[config.mk]
export PLATFORM = sky130hd
export DESIGN_NAME = isotp_receive_reassembler_unit_flat
export DESIGN_NICKNAME = d
export VERILOG_FILES = /design/src/design/isotp_rx_pkg.sv /design/src/design/isotp_rx_if.sv /design/src/design/isotp_rx_ram.sv /design/src/design/isotp_rx_ctrl.sv /design/src/design/isotp_receive_reassembler_unit.sv /design/src/flat_wrapper.sv
export SDC_FILE = /design/constraint.sdc
export NUM_CORES = 2
export LEC_CHECK = 0
export BUFFER_PORTS_ARGS = -buffer_cell sky130_fd_sc_hd__clkbuf_2
export CORE_MARGIN = 2
export CORE_UTILIZATION = 35
export CTS_CLUSTER_SIZE = 24
export DETAILED_ROUTE_END_ITERATION = 10
export MAX_ROUTING_LAYER = met4
export PLACE_DENSITY = 0.56
export SYNTH_ARGS = -nofsm -noshare
export SYNTH_HDL_FRONTEND = slang
export SYNTH_HIERARCHICAL = 1
export SYNTH_SLANG_ARGS = --single-unit
[constraint.sdc]
create_clock -name clk -period 7.04 [get_ports clk]
set_input_delay 1.408 -clock clk [delete_from_list [all_inputs] [get_ports clk]]
set_output_delay 1.408 -clock clk [all_outputs]
set_load 0.02 [all_outputs]
[src/design/isotp_rx_pkg.sv]
`timescale 1ns / 1ps
// ----------------------------------------------------------------------------
// isotp_rx_pkg
// Shared constants, codes, types and helpers of the iso-tp receive reassembler.
// ----------------------------------------------------------------------------
package isotp_rx_pkg;

  localparam int MAX_MESSAGE_BYTES = 256;
  localparam int ADDR_W            = $clog2(MAX_MESSAGE_BYTES);
  localparam int RAM_DEPTH         = 2 ** ADDR_W;

  localparam int ID_W       = 29;
  localparam int PAY_W      = 64;
  localparam int LEN_W      = 10;
  localparam int SEQ_W      = 4;
  localparam int TMO_W      = 16;
  localparam int CFG_IDX_W  = 2;
  localparam int CFG_DATA_W = 16;

  typedef logic [1:0]            kind_t;
  typedef logic [ID_W-1:0]       id_t;
  typedef logic [PAY_W-1:0]      pay_t;
  typedef logic [LEN_W-1:0]      len_t;
  typedef logic [CFG_IDX_W-1:0]  cfg_idx_t;
  typedef logic [CFG_DATA_W-1:0] cfg_data_t;

  // input item kinds
  localparam kind_t KIND_FRAME = 2'd0;
  localparam kind_t KIND_TICK  = 2'd1;
  localparam kind_t KIND_FETCH = 2'd2;
  localparam kind_t KIND_NOP   = 2'd3;

  // result kinds
  localparam kind_t RES_FC    = 2'd0;
  localparam kind_t RES_CHUNK = 2'd1;
  localparam kind_t RES_NONE  = 2'd2;

  // protocol control info types (high nibble of byte 0)
  localparam logic [3:0] PCI_SINGLE = 4'h0;
  localparam logic [3:0] PCI_FIRST  = 4'h1;
  localparam logic [3:0] PCI_CONSEC = 4'h2;

  // configuration register indexes
  localparam cfg_idx_t REG_SEND_WAIT = 2'd0;
  localparam cfg_idx_t REG_TIMEOUT   = 2'd1;

  localparam logic [TMO_W-1:0] TIMEOUT_RESET = 16'd1000;
  localparam logic [7:0]       FC_CTS        = 8'h30;
  localparam logic [7:0]       FC_WAIT       = 8'h31;
  localparam logic [39:0]      FC_FILL       = 40'hAA_AAAA_AAAA;
  localparam logic [11:0]      MAX_FF_LEN    = 12'(MAX_MESSAGE_BYTES);
  localparam logic [11:0]      MIN_FF_LEN    = 12'd8;

  typedef struct packed {
    logic              we;
    logic [ADDR_W-1:0] waddr;
    logic [7:0]        wdata;
    logic [ADDR_W-1:0] raddr;
  } ram_req_t;

  // byte k of a frame payload, byte 0 in the top bits
  function automatic logic [7:0] byte_of(input pay_t pay, input logic [2:0] k);
    logic [5:0] sh;
    sh = {~k, 3'b000};
    return pay[sh +: 8];
  endfunction

endpackage

[src/design/isotp_rx_if.sv]
`timescale 1ns / 1ps
// ----------------------------------------------------------------------------
// isotp_rx_if
// Valid/ready channels: input items, result items and register writes.
// ----------------------------------------------------------------------------
interface isotp_rx_in_if;
  import isotp_rx_pkg::*;
  logic  valid;
  logic  ready;
  kind_t kind;
  id_t   frame_id;
  logic  is_extended;
  pay_t  frame_payload;

  modport source (output valid, kind, frame_id, is_extended, frame_payload, input ready);
  modport sink   (input valid, kind, frame_id, is_extended, frame_payload, output ready);
endinterface

interface isotp_rx_out_if;
  import isotp_rx_pkg::*;
  logic  valid;
  logic  ready;
  kind_t result_kind;
  id_t   out_id;
  logic  out_extended;
  pay_t  out_payload;
  len_t  message_length;
  logic  last;

  modport source (output valid, result_kind, out_id, out_extended, out_payload,
                  message_length, last, input ready);
  modport sink   (input valid, result_kind, out_id, out_extended, out_payload,
                  message_length, last, output ready);
endinterface

interface isotp_rx_cfg_if;
  import isotp_rx_pkg::*;
  logic      valid;
  logic      ready;
  cfg_idx_t  index;
  cfg_data_t data;

  modport source (output valid, index, data, input ready);
  modport sink   (input valid, index, data, output ready);
endinterface

[src/design/isotp_rx_ram.sv]
`timescale 1ns / 1ps
// ----------------------------------------------------------------------------
// isotp_rx_ram
// Message byte buffer: one write port, one read port, registered read data.
// ----------------------------------------------------------------------------
module isotp_rx_ram (
  input  logic                   clk,
  input  isotp_rx_pkg::ram_req_t req,
  output logic [7:0]             rdata
);
  import isotp_rx_pkg::*;

  logic [7:0] mem [RAM_DEPTH];

  always_ff @(posedge clk) begin
    if (req.we) begin
      mem[req.waddr] <= req.wdata;
    end
    rdata <= mem[req.raddr];
  end

endmodule

[src/design/isotp_rx_ctrl.sv]
`timescale 1ns / 1ps
// ----------------------------------------------------------------------------
// isotp_rx_ctrl
// Frame decode, reassembly bookkeeping, buffer sequencing and result register.
// ----------------------------------------------------------------------------
module isotp_rx_ctrl (
  input  logic                   clk,
  input  logic                   rst_n,
  isotp_rx_in_if.sink            in_if,
  isotp_rx_out_if.source         out_if,
  isotp_rx_cfg_if.sink           cfg_if,
  output isotp_rx_pkg::ram_req_t ram_req,
  input  logic [7:0]             ram_rdata
);
  import isotp_rx_pkg::*;

  localparam logic [2:0] ST_IDLE  = 3'd0;
  localparam logic [2:0] ST_WRITE = 3'd1;
  localparam logic [2:0] ST_EMIT  = 3'd2;
  localparam logic [2:0] ST_READ  = 3'd3;
  localparam logic [2:0] ST_CHUNK = 3'd4;

  logic [2:0]        state_r, state_nxt;
  logic              send_wait_r, send_wait_nxt;
  logic [TMO_W-1:0]  tmo_r, tmo_nxt;
  logic              receiving_r, receiving_nxt;
  id_t               msg_id_r, msg_id_nxt;
  len_t              count_r, count_nxt;
  len_t              ann_r, ann_nxt;
  logic [SEQ_W-1:0]  seq_r, seq_nxt;
  logic [TMO_W-1:0]  idle_r, idle_nxt;

  pay_t              pay_r, pay_nxt;
  logic [ADDR_W-1:0] wr_addr_r, wr_addr_nxt;
  logic [2:0]        wr_src_r, wr_src_nxt;
  logic [2:0]        wr_left_r, wr_left_nxt;
  logic              emit_after_r, emit_after_nxt;
  kind_t             res_kind_r, res_kind_nxt;
  id_t               res_id_r, res_id_nxt;
  logic              res_ext_r, res_ext_nxt;
  pay_t              res_pay_r, res_pay_nxt;

  len_t              chunk_base_r, chunk_base_nxt;
  logic [3:0]        rd_j_r, rd_j_nxt;
  logic              keep_r, keep_nxt;
  pay_t              chunk_r, chunk_nxt;

  logic              out_valid_r, out_valid_nxt;
  kind_t             out_kind_r, out_kind_nxt;
  id_t               out_id_r, out_id_nxt;
  logic              out_ext_r, out_ext_nxt;
  pay_t              out_pay_r, out_pay_nxt;
  len_t              out_len_r, out_len_nxt;
  logic              out_last_r, out_last_nxt;

  logic [7:0]        b0;
  logic [3:0]        pci;
  logic [11:0]       ff_len;
  len_t              remain;
  logic [2:0]        cf_n;
  len_t              cf_count;
  logic [TMO_W-1:0]  idle_inc;
  id_t               reply_id;
  len_t              rd_pos;
  len_t              next_base;
  logic              slot_free;

  assign in_if.ready           = (state_r == ST_IDLE);
  assign cfg_if.ready          = 1'b1;
  assign out_if.valid          = out_valid_r;
  assign out_if.result_kind    = out_kind_r;
  assign out_if.out_id         = out_id_r;
  assign out_if.out_extended   = out_ext_r;
  assign out_if.out_payload    = out_pay_r;
  assign out_if.message_length = out_len_r;
  assign out_if.last           = out_last_r;

  always_comb begin
    b0        = in_if.frame_payload[PAY_W-1 -: 8];
    pci       = b0[7:4];
    ff_len    = {b0[3:0], byte_of(in_if.frame_payload, 3'd1)};
    remain    = (ann_r > count_r) ? (ann_r - count_r) : '0;
    cf_n      = (remain > len_t'(7)) ? 3'd7 : remain[2:0];
    cf_count  = count_r + len_t'(cf_n);
    idle_inc  = (idle_r == '1) ? idle_r : idle_r + 16'd1;
    reply_id  = in_if.is_extended
              ? {in_if.frame_id[ID_W-1:16], in_if.frame_id[7:0], in_if.frame_id[15:8]}
              : in_if.frame_id + 29'd8;
    rd_pos    = chunk_base_r + len_t'(rd_j_r);
    next_base = chunk_base_r + len_t'(8);
    slot_free = !out_valid_r || out_if.ready;

    state_nxt      = state_r;
    send_wait_nxt  = send_wait_r;
    tmo_nxt        = tmo_r;
    receiving_nxt  = receiving_r;
    msg_id_nxt     = msg_id_r;
    count_nxt      = count_r;
    ann_nxt        = ann_r;
    seq_nxt        = seq_r;
    idle_nxt       = idle_r;
    pay_nxt        = pay_r;
    wr_addr_nxt    = wr_addr_r;
    wr_src_nxt     = wr_src_r;
    wr_left_nxt    = wr_left_r;
    emit_after_nxt = emit_after_r;
    res_kind_nxt   = res_kind_r;
    res_id_nxt     = res_id_r;
    res_ext_nxt    = res_ext_r;
    res_pay_nxt    = res_pay_r;
    chunk_base_nxt = chunk_base_r;
    rd_j_nxt       = rd_j_r;
    keep_nxt       = keep_r;
    chunk_nxt      = chunk_r;
    out_valid_nxt  = out_valid_r;
    out_kind_nxt   = out_kind_r;
    out_id_nxt     = out_id_r;
    out_ext_nxt    = out_ext_r;
    out_pay_nxt    = out_pay_r;
    out_len_nxt    = out_len_r;
    out_last_nxt   = out_last_r;

    ram_req.we    = 1'b0;
    ram_req.waddr = wr_addr_r;
    ram_req.wdata = byte_of(pay_r, wr_src_r);
    ram_req.raddr = rd_pos[ADDR_W-1:0];

    if (out_valid_r && out_if.ready) begin
      out_valid_nxt = 1'b0;
    end

    if (cfg_if.valid) begin
      if (cfg_if.index == REG_SEND_WAIT) begin
        send_wait_nxt = cfg_if.data[0];
      end else if (cfg_if.index == REG_TIMEOUT) begin
        tmo_nxt = cfg_if.data;
      end
    end

    unique case (state_r)
      ST_IDLE: begin
        if (in_if.valid) begin
          pay_nxt = in_if.frame_payload;
          unique case (in_if.kind)
            KIND_FRAME: begin
              if (pci == PCI_SINGLE) begin
                receiving_nxt = 1'b0;
                count_nxt     = '0;
                if (b0[3:0] != 4'd0 && b0[3:0] <= 4'd7) begin
                  msg_id_nxt     = in_if.frame_id;
                  ann_nxt        = '0;
                  count_nxt      = len_t'(b0[2:0]);
                  wr_addr_nxt    = '0;
                  wr_src_nxt     = 3'd1;
                  wr_left_nxt    = b0[2:0];
                  emit_after_nxt = 1'b0;
                  state_nxt      = ST_WRITE;
                end
              end else if (pci == PCI_FIRST) begin
                if (ff_len <= MAX_FF_LEN && ff_len >= MIN_FF_LEN) begin
                  msg_id_nxt     = in_if.frame_id;
                  count_nxt      = len_t'(6);
                  ann_nxt        = ff_len[LEN_W-1:0];
                  seq_nxt        = 4'd1;
                  receiving_nxt  = 1'b1;
                  idle_nxt       = '0;
                  wr_addr_nxt    = '0;
                  wr_src_nxt     = 3'd2;
                  wr_left_nxt    = 3'd6;
                  emit_after_nxt = 1'b1;
                  res_kind_nxt   = RES_FC;
                  res_id_nxt     = reply_id;
                  res_ext_nxt    = in_if.is_extended;
                  res_pay_nxt    = {send_wait_r ? FC_WAIT : FC_CTS, 16'h0000, FC_FILL};
                  state_nxt      = ST_WRITE;
                end
              end else if (pci == PCI_CONSEC) begin
                if (receiving_r && in_if.frame_id == msg_id_r) begin
                  if (b0[3:0] != seq_r) begin
                    receiving_nxt = 1'b0;
                    count_nxt     = '0;
                  end else begin
                    wr_addr_nxt    = count_r[ADDR_W-1:0];
                    wr_src_nxt     = 3'd1;
                    wr_left_nxt    = cf_n;
                    emit_after_nxt = 1'b0;
                    count_nxt      = cf_count;
                    seq_nxt        = seq_r + 4'd1;
                    idle_nxt       = '0;
                    if (cf_count >= ann_r) begin
                      receiving_nxt = 1'b0;
                    end
                    if (cf_n != 3'd0) begin
                      state_nxt = ST_WRITE;
                    end
                  end
                end
              end
            end
            KIND_TICK: begin
              if (receiving_r) begin
                idle_nxt = idle_inc;
                if (idle_inc > tmo_r) begin
                  receiving_nxt = 1'b0;
                  count_nxt     = '0;
                end
              end
            end
            KIND_FETCH: begin
              if (count_r == '0 || receiving_r) begin
                res_kind_nxt = RES_NONE;
                res_id_nxt   = '0;
                res_ext_nxt  = 1'b0;
                res_pay_nxt  = '0;
                state_nxt    = ST_EMIT;
              end else begin
                chunk_base_nxt = '0;
                rd_j_nxt       = '0;
                state_nxt      = ST_READ;
              end
            end
            KIND_NOP: begin
            end
          endcase
        end
      end

      // one buffer byte per cycle
      ST_WRITE: begin
        ram_req.we  = 1'b1;
        wr_addr_nxt = wr_addr_r + ADDR_W'(1);
        wr_src_nxt  = wr_src_r + 3'd1;
        wr_left_nxt = wr_left_r - 3'd1;
        if (wr_left_r == 3'd1) begin
          state_nxt = emit_after_r ? ST_EMIT : ST_IDLE;
        end
      end

      ST_EMIT: begin
        if (slot_free) begin
          out_valid_nxt = 1'b1;
          out_kind_nxt  = res_kind_r;
          out_id_nxt    = res_id_r;
          out_ext_nxt   = res_ext_r;
          out_pay_nxt   = res_pay_r;
          out_len_nxt   = '0;
          out_last_nxt  = 1'b1;
          state_nxt     = ST_IDLE;
        end
      end

      // address issued at step j, data collected at step j+1
      ST_READ: begin
        if (rd_j_r != 4'd8) begin
          keep_nxt = (rd_pos < count_r);
        end
        if (rd_j_r != 4'd0) begin
          chunk_nxt = {chunk_r[PAY_W-9:0], keep_r ? ram_rdata : 8'h00};
        end
        rd_j_nxt = rd_j_r + 4'd1;
        if (rd_j_r == 4'd8) begin
          state_nxt = ST_CHUNK;
        end
      end

      ST_CHUNK: begin
        if (slot_free) begin
          out_valid_nxt = 1'b1;
          out_kind_nxt  = RES_CHUNK;
          out_id_nxt    = msg_id_r;
          out_ext_nxt   = 1'b0;
          out_pay_nxt   = chunk_r;
          out_len_nxt   = count_r;
          out_last_nxt  = (next_base >= count_r);
          if (next_base >= count_r) begin
            count_nxt = '0;
            state_nxt = ST_IDLE;
          end else begin
            chunk_base_nxt = next_base;
            rd_j_nxt       = '0;
            state_nxt      = ST_READ;
          end
        end
      end

      default: begin
        state_nxt = ST_IDLE;
      end
    endcase
  end

  always_ff @(posedge clk) begin
    if (!rst_n) begin
      state_r     <= ST_IDLE;
      send_wait_r <= 1'b0;
      tmo_r       <= TIMEOUT_RESET;
      receiving_r <= 1'b0;
      msg_id_r    <= '0;
      count_r     <= '0;
      ann_r       <= '0;
      seq_r       <= '0;
      idle_r      <= '0;
      out_valid_r <= 1'b0;
    end else begin
      state_r     <= state_nxt;
      send_wait_r <= send_wait_nxt;
      tmo_r       <= tmo_nxt;
      receiving_r <= receiving_nxt;
      msg_id_r    <= msg_id_nxt;
      count_r     <= count_nxt;
      ann_r       <= ann_nxt;
      seq_r       <= seq_nxt;
      idle_r      <= idle_nxt;
      out_valid_r <= out_valid_nxt;
    end
  end

  always_ff @(posedge clk) begin
    pay_r        <= pay_nxt;
    wr_addr_r    <= wr_addr_nxt;
    wr_src_r     <= wr_src_nxt;
    wr_left_r    <= wr_left_nxt;
    emit_after_r <= emit_after_nxt;
    res_kind_r   <= res_kind_nxt;
    res_id_r     <= res_id_nxt;
    res_ext_r    <= res_ext_nxt;
    res_pay_r    <= res_pay_nxt;
    chunk_base_r <= chunk_base_nxt;
    rd_j_r       <= rd_j_nxt;
    keep_r       <= keep_nxt;
    chunk_r      <= chunk_nxt;
    out_kind_r   <= out_kind_nxt;
    out_id_r     <= out_id_nxt;
    out_ext_r    <= out_ext_nxt;
    out_pay_r    <= out_pay_nxt;
    out_len_r    <= out_len_nxt;
    out_last_r   <= out_last_nxt;
  end

endmodule

[src/design/isotp_receive_reassembler_unit.sv]
`timescale 1ns / 1ps
// ----------------------------------------------------------------------------
// isotp_receive_reassembler_unit
// ISO-TP receive side: reassembles CAN frames into messages held in a byte RAM.
// ----------------------------------------------------------------------------
// Items are handled one at a time; the message bytes live in a single-port-
// write byte RAM, so an accepted frame stores its bytes one per cycle and a
// first frame then posts its flow control beat. A fetch reads the RAM one
// byte per cycle within a chunk, 8 bytes to a chunk, ceil(length/8) chunks in
// all, each chunk waiting for a free result register. The result register lets
// a new item be accepted while a beat waits on the output. Both registers may
// be written at any cycle the block is idle.
module isotp_receive_reassembler_unit (
  input  logic           clk,
  input  logic           rst_n,
  isotp_rx_in_if.sink    in_if,
  isotp_rx_out_if.source out_if,
  isotp_rx_cfg_if.sink   cfg_if
);
  import isotp_rx_pkg::*;

  ram_req_t   ram_req;
  logic [7:0] ram_rdata;

  isotp_rx_ctrl u_ctrl (
    .clk       (clk),
    .rst_n     (rst_n),
    .in_if     (in_if),
    .out_if    (out_if),
    .cfg_if    (cfg_if),
    .ram_req   (ram_req),
    .ram_rdata (ram_rdata)
  );

  isotp_rx_ram u_ram (
    .clk   (clk),
    .req   (ram_req),
    .rdata (ram_rdata)
  );

endmodule

[src/flat_wrapper.sv]
// flat-port wrapper written by rule: the top's interface ports become plain ports
module isotp_receive_reassembler_unit_flat import isotp_rx_pkg::*;
  (clk, rst_n, in_if_valid, in_if_kind, in_if_frame_id, in_if_is_extended, in_if_frame_payload, in_if_ready, out_if_valid, out_if_result_kind, out_if_out_id, out_if_out_extended, out_if_out_payload, out_if_message_length, out_if_last, out_if_ready, cfg_if_valid, cfg_if_index, cfg_if_data, cfg_if_ready);
  isotp_rx_in_if in_if_i ();
  isotp_rx_out_if out_if_i ();
  isotp_rx_cfg_if cfg_if_i ();
  input  logic clk;
  input  logic rst_n;
  input wire logic [$bits(in_if_i.valid)-1:0] in_if_valid;
  input wire logic [$bits(in_if_i.kind)-1:0] in_if_kind;
  input wire logic [$bits(in_if_i.frame_id)-1:0] in_if_frame_id;
  input wire logic [$bits(in_if_i.is_extended)-1:0] in_if_is_extended;
  input wire logic [$bits(in_if_i.frame_payload)-1:0] in_if_frame_payload;
  output wire logic [$bits(in_if_i.ready)-1:0] in_if_ready;
  output wire logic [$bits(out_if_i.valid)-1:0] out_if_valid;
  output wire logic [$bits(out_if_i.result_kind)-1:0] out_if_result_kind;
  output wire logic [$bits(out_if_i.out_id)-1:0] out_if_out_id;
  output wire logic [$bits(out_if_i.out_extended)-1:0] out_if_out_extended;
  output wire logic [$bits(out_if_i.out_payload)-1:0] out_if_out_payload;
  output wire logic [$bits(out_if_i.message_length)-1:0] out_if_message_length;
  output wire logic [$bits(out_if_i.last)-1:0] out_if_last;
  input wire logic [$bits(out_if_i.ready)-1:0] out_if_ready;
  input wire logic [$bits(cfg_if_i.valid)-1:0] cfg_if_valid;
  input wire logic [$bits(cfg_if_i.index)-1:0] cfg_if_index;
  input wire logic [$bits(cfg_if_i.data)-1:0] cfg_if_data;
  output wire logic [$bits(cfg_if_i.ready)-1:0] cfg_if_ready;
  assign in_if_i.valid = in_if_valid;
  assign in_if_i.kind = in_if_kind;
  assign in_if_i.frame_id = in_if_frame_id;
  assign in_if_i.is_extended = in_if_is_extended;
  assign in_if_i.frame_payload = in_if_frame_payload;
  assign in_if_ready = in_if_i.ready;
  assign out_if_valid = out_if_i.valid;
  assign out_if_result_kind = out_if_i.result_kind;
  assign out_if_out_id = out_if_i.out_id;
  assign out_if_out_extended = out_if_i.out_extended;
  assign out_if_out_payload = out_if_i.out_payload;
  assign out_if_message_length = out_if_i.message_length;
  assign out_if_last = out_if_i.last;
  assign out_if_i.ready = out_if_ready;
  assign cfg_if_i.valid = cfg_if_valid;
  assign cfg_if_i.index = cfg_if_index;
  assign cfg_if_i.data = cfg_if_data;
  assign cfg_if_ready = cfg_if_i.ready;
  isotp_receive_reassembler_unit u_core (.clk(clk), .rst_n(rst_n), .in_if(in_if_i), .out_if(out_if_i), .cfg_if(cfg_if_i));
endmodule
==> impl_results.rst <==
.. list-table::
   :header-rows: 1

   * - Metric
     - Value
   * - Status
     - finished clean
   * - Critical path's most frequent cell
     - ha_1
   * - Number of cells on the critical path
     - 21
   * - Leakage power
     - 35.3 nW
   * - Total number of yosys warnings
     - 6
   * - Number of DRC markers in iteration 0
     - 5711
   * - Antenna Violating Nets Remaining
     - 0
   * - Worst setup EP type
     - flip-flop
   * - VDD IR-drop max
     - 0.166 mV
   * - Initial Utilization
     - 35.2%
   * - Int Pwr
     - 25.1 mW
   * - Clock input transition at the sequential cells of the worst setup and hold paths
     - 0.06 ns
   * - Floorplan core area
     - 0.277 mm^2
   * - Minimum clock period
     - 5.28 ns
   * - Commonest non-fill, non-tap cell in the layout
     - edfxtp_1
   * - Power per Cell Area
     - 296 mW/mm^2
   * - Min-Delay Path Class
     - flip-flop to flip-flop
   * - NetSw
     - 7.81 mW
   * - Initial DRT Pass Iterations
     - 5
   * - Relative max-transition margin
     - 9.23%
   * - Vias after detailed routing
     - 52.0k
   * - Clock latency at the later pin of the worst-skew pair
     - 0.85 ns
   * - Mean routed wirelength per cell
     - 27.3 um
   * - Post-detailed-route DRC marker count
     - 0
   * - Cell with the largest stage delay on the worst path
     - fa_1
   * - Clock sink total
     - 2442
   * - Count of non-filler cells in the finished layout
     - 9537
   * - Max-cap violations
     - 0
   * - Cell-by-cell trace of the critical path
     - ha_1, fa_1, nor2b_1, o21bai_1, a32oi_1, xor2_1, or3_1, nor3_1, a21boi_0, ha_1, a21o_1, a21oi_1, nor3_1, nand3_1, xnor2_1, ha_1, a221oi_1, nand2_1, a31oi_1, o21ai_0, a31oi_1
   * - Average via count per standard cell
     - 5.45
   * - Routed wire length
     - 260000 um
   * - Largest fanout on the critical path
     - 8
   * - Via count of the first global-routing pass
     - 51.8k
   * - Mean post-synth cell area
     - 18.3 um^2
   * - Placed Area
     - 0.103 mm^2
   * - Port Buffers
     - 227
   * - Post-synthesis cell area
     - 0.0976 mm^2
   * - Die X-Extent
     - 532 um
   * - Signed area change from the synthesized netlist to the final layout
     - 13.9%
   * - Pin count of the biggest net entering global routing
     - 165
   * - Clock share of power
     - 40.8%
   * - Clock tree from TritonCTS
     - done
   * - Largest delay contributor family on the critical path
     - compound AO/OA/AOI/OAI gates
   * - Setup skew after layout
     - 0.0669 ns
   * - Count of final setup violators
     - 0
   * - Share of the yosys chip area belonging to registers
     - 74.1%
   * - Number of placement rows
     - 193
   * - Seq pwr share
     - 50.1%
   * - Count of state elements after synthesis
     - 2442
   * - Num ports
     - 229
   * - Mapped Nets
     - 5527
   * - Count of flip-flops with a built-in enable after synthesis
     - 2343
   * - Critical path required time
     - 7.81 ns
   * - Proportion of layout cells with a drive suffix above 1
     - 20.9%
   * - Final net count
     - 5818
   * - CP Launch Type
     - flip-flop
   * - Slew at the pin closest to its max-slew limit
     - 1.35 ns
   * - Cell count of the worst hold path
     - 0
   * - Proportion of total power due to net switching
     - 23.7%
   * - Cell count after synthesis
     - 5339
   * - Asr flop ratio synth
     - 0%
   * - Worst hold margin
     - 0.436 ns
   * - Number of failing hold endpoints at the final stage
     - 0
   * - Dominant synthesized flop cell
     - edfxtp_1
   * - Worst slack after detailed placement
     - 1.83 ns
   * - Placer congestion estimate
     - 0.889
   * - Maximum clock rate
     - 189 MHz
   * - H-tree Lvls
     - 5
   * - Cells on worst reg2reg path
     - 21
   * - Number of buffers added by the clock tree synthesis step
     - 267
   * - Final worst-path cycle share
     - 75.0%
   * - Post-CTS setup repair buffer count
     - 0
   * - CP Buf/Inv Count
     - 0
   * - Data arrival time of the critical path
     - 6.05 ns
   * - Unrepaired setup endpoints after global routing
     - false
   * - Total instance count after detailed placement
     - 9066
   * - Wire length of the first global-routing pass
     - 375000 um
   * - Final design instance area without fill
     - 0.111 mm^2
   * - Most used cells in the layout excluding fill and tap cells
     - edfxtp_1, mux4_2, nor2_1, nand2_1, clkbuf_16
   * - Highest cell delay on the worst timing path
     - 0.42 ns
   * - Final Total Pwr
     - 32.9 mW
   * - Root Buffer Master
     - clkbuf_16
   * - Gr ovfl total
     - 0
   * - Y dimension of the die
     - 532 um
   * - HPWL after DPL
     - 160000 um
   * - Finished Core Util
     - 40.1%
   * - Post-cts repair resize count
     - 0
   * - Overall track demand over capacity in global routing
     - 18.5%
   * - Combinational cell fraction of total power
     - 9.2%
   * - Layout fillers
     - 24.8k
   * - Max Transition Viols Final
     - 0
   * - Library cells used by synthesis
     - 84
   * - Start-to-end type of the worst setup path
     - flip-flop to flip-flop
   * - Sum Neg Setup Slack
     - 0 ns
   * - Setup ws final
     - 1.76 ns
   * - Total die area
     - 0.283 mm^2
   * - Deepest clock path buffer count
     - 4
   * - Initial antenna violation count
     - 16
   * - # hold bufs at CTS
     - 0
==> power by group through the flow <==
stage / registers, mW / clock network, mW / logic [mW]
5_1_grt: 16.5 / 14.3 / 3.20
6_report: 16.5 / 13.4 / 3.02
4_1_cts: 16.5 / 13.7 / 3.05
3_5_place_dp: 16.8 / 0 / 3.04
3_3_place_gp: 16.8 / 0 / 3.00
2_1_floorplan: 16.8 / 0 / 1.76
==> worst paths after layout <==
check / start / slack, ns / to
worst min-delay path: u_core/u_ctrl/chunk_r[15]$_DFFE_PP_ / 0.44 / u_core/u_ctrl/chunk_r[23]$_DFFE_PP_
worst max-delay path: u_core/u_ctrl/count_r[0]$_SDFFE_PN0P_ / 1.76 / u_core/u_ctrl/receiving_r$_SDFFE_PN0P_
worst min register to register: u_core/u_ctrl/chunk_r[15]$_DFFE_PP_ / 0.44 / u_core/u_ctrl/chunk_r[23]$_DFFE_PP_
worst max register to register: u_core/u_ctrl/count_r[0]$_SDFFE_PN0P_ / 1.76 / u_core/u_ctrl/receiving_r$_SDFFE_PN0P_
==> area by class of cell <==
class,count,area (um^2),area share [%]
inverter,65,244,0.219
clock buffer,332,7060,6.35
clock inverter,130,1200,1.08
antenna,9,22.5,0.0203
multi-input combinational,2520,23500,21.2
sequential,2442,72300,65.1
tap,3705,4640,4.17
timing repair buffer,334,2150,1.94
==> flip-flops by register name (all words and copies together), names as in the netlist, 16 cells and up <==
| register | cells |
|---|---|
| u_core/u_ctrl/msg_id_r | 29 |
| u_core/u_ctrl/idle_r | 16 |
| u_core/u_ctrl/out_if.out_payload | 64 |
| u_core/u_ctrl/tmo_r | 16 |
| u_core/u_ctrl/pay_r | 64 |
| u_core/u_ctrl/out_if.out_id | 29 |
| u_core/u_ctrl/res_id_r | 29 |
| u_core/u_ram/mem | 2048 |
| u_core/u_ctrl/chunk_r | 64 |
==> logic make-up after synthesis <==
kind of cell / synth area share (%)
flops: 74.1
xor+xnor: 0.844
other cells: 0.00384
simple gates: 5.11
fa+ha+maj: 0.900
buf+inv: 2.05
mux: 12.6
compound gates: 4.37
==> per-layer routing <==
metal | global-route usage, % | share of wire, %
met5 | - | 0
met4 | 5.08 | 2.8
met3 | 3.31 | 7.6
met1 | 25.6 | 43
met2 | 28.0 | 46
==> synth_stat cells, drive strengths merged, types with 18 or more instances <==
cell type  instances  area [um^2]
buf              132         1080
xnor2             45          394
nor4              39          269
edfxtp          2343        70400
a22oi            133          998
o22ai             35          219
clkbuf           180          676
and3              59          369
nor3              42          210
nand4             25          156
and2              23          144
xor2              49          429
mux4             472        10600
ha                67          838
o221ai            48          427
nand2            297         1110
a211oi            18          135
a21o              34          255
nor2b             43          269
a21oi            203         1020
o21ai             54          270
inv               62          233
nand2b            23          144
mux2i            154         1540
nor2             391         1470
nand3             89          445
dfxtp             99         1980
(Power assumes the default switching activity.)
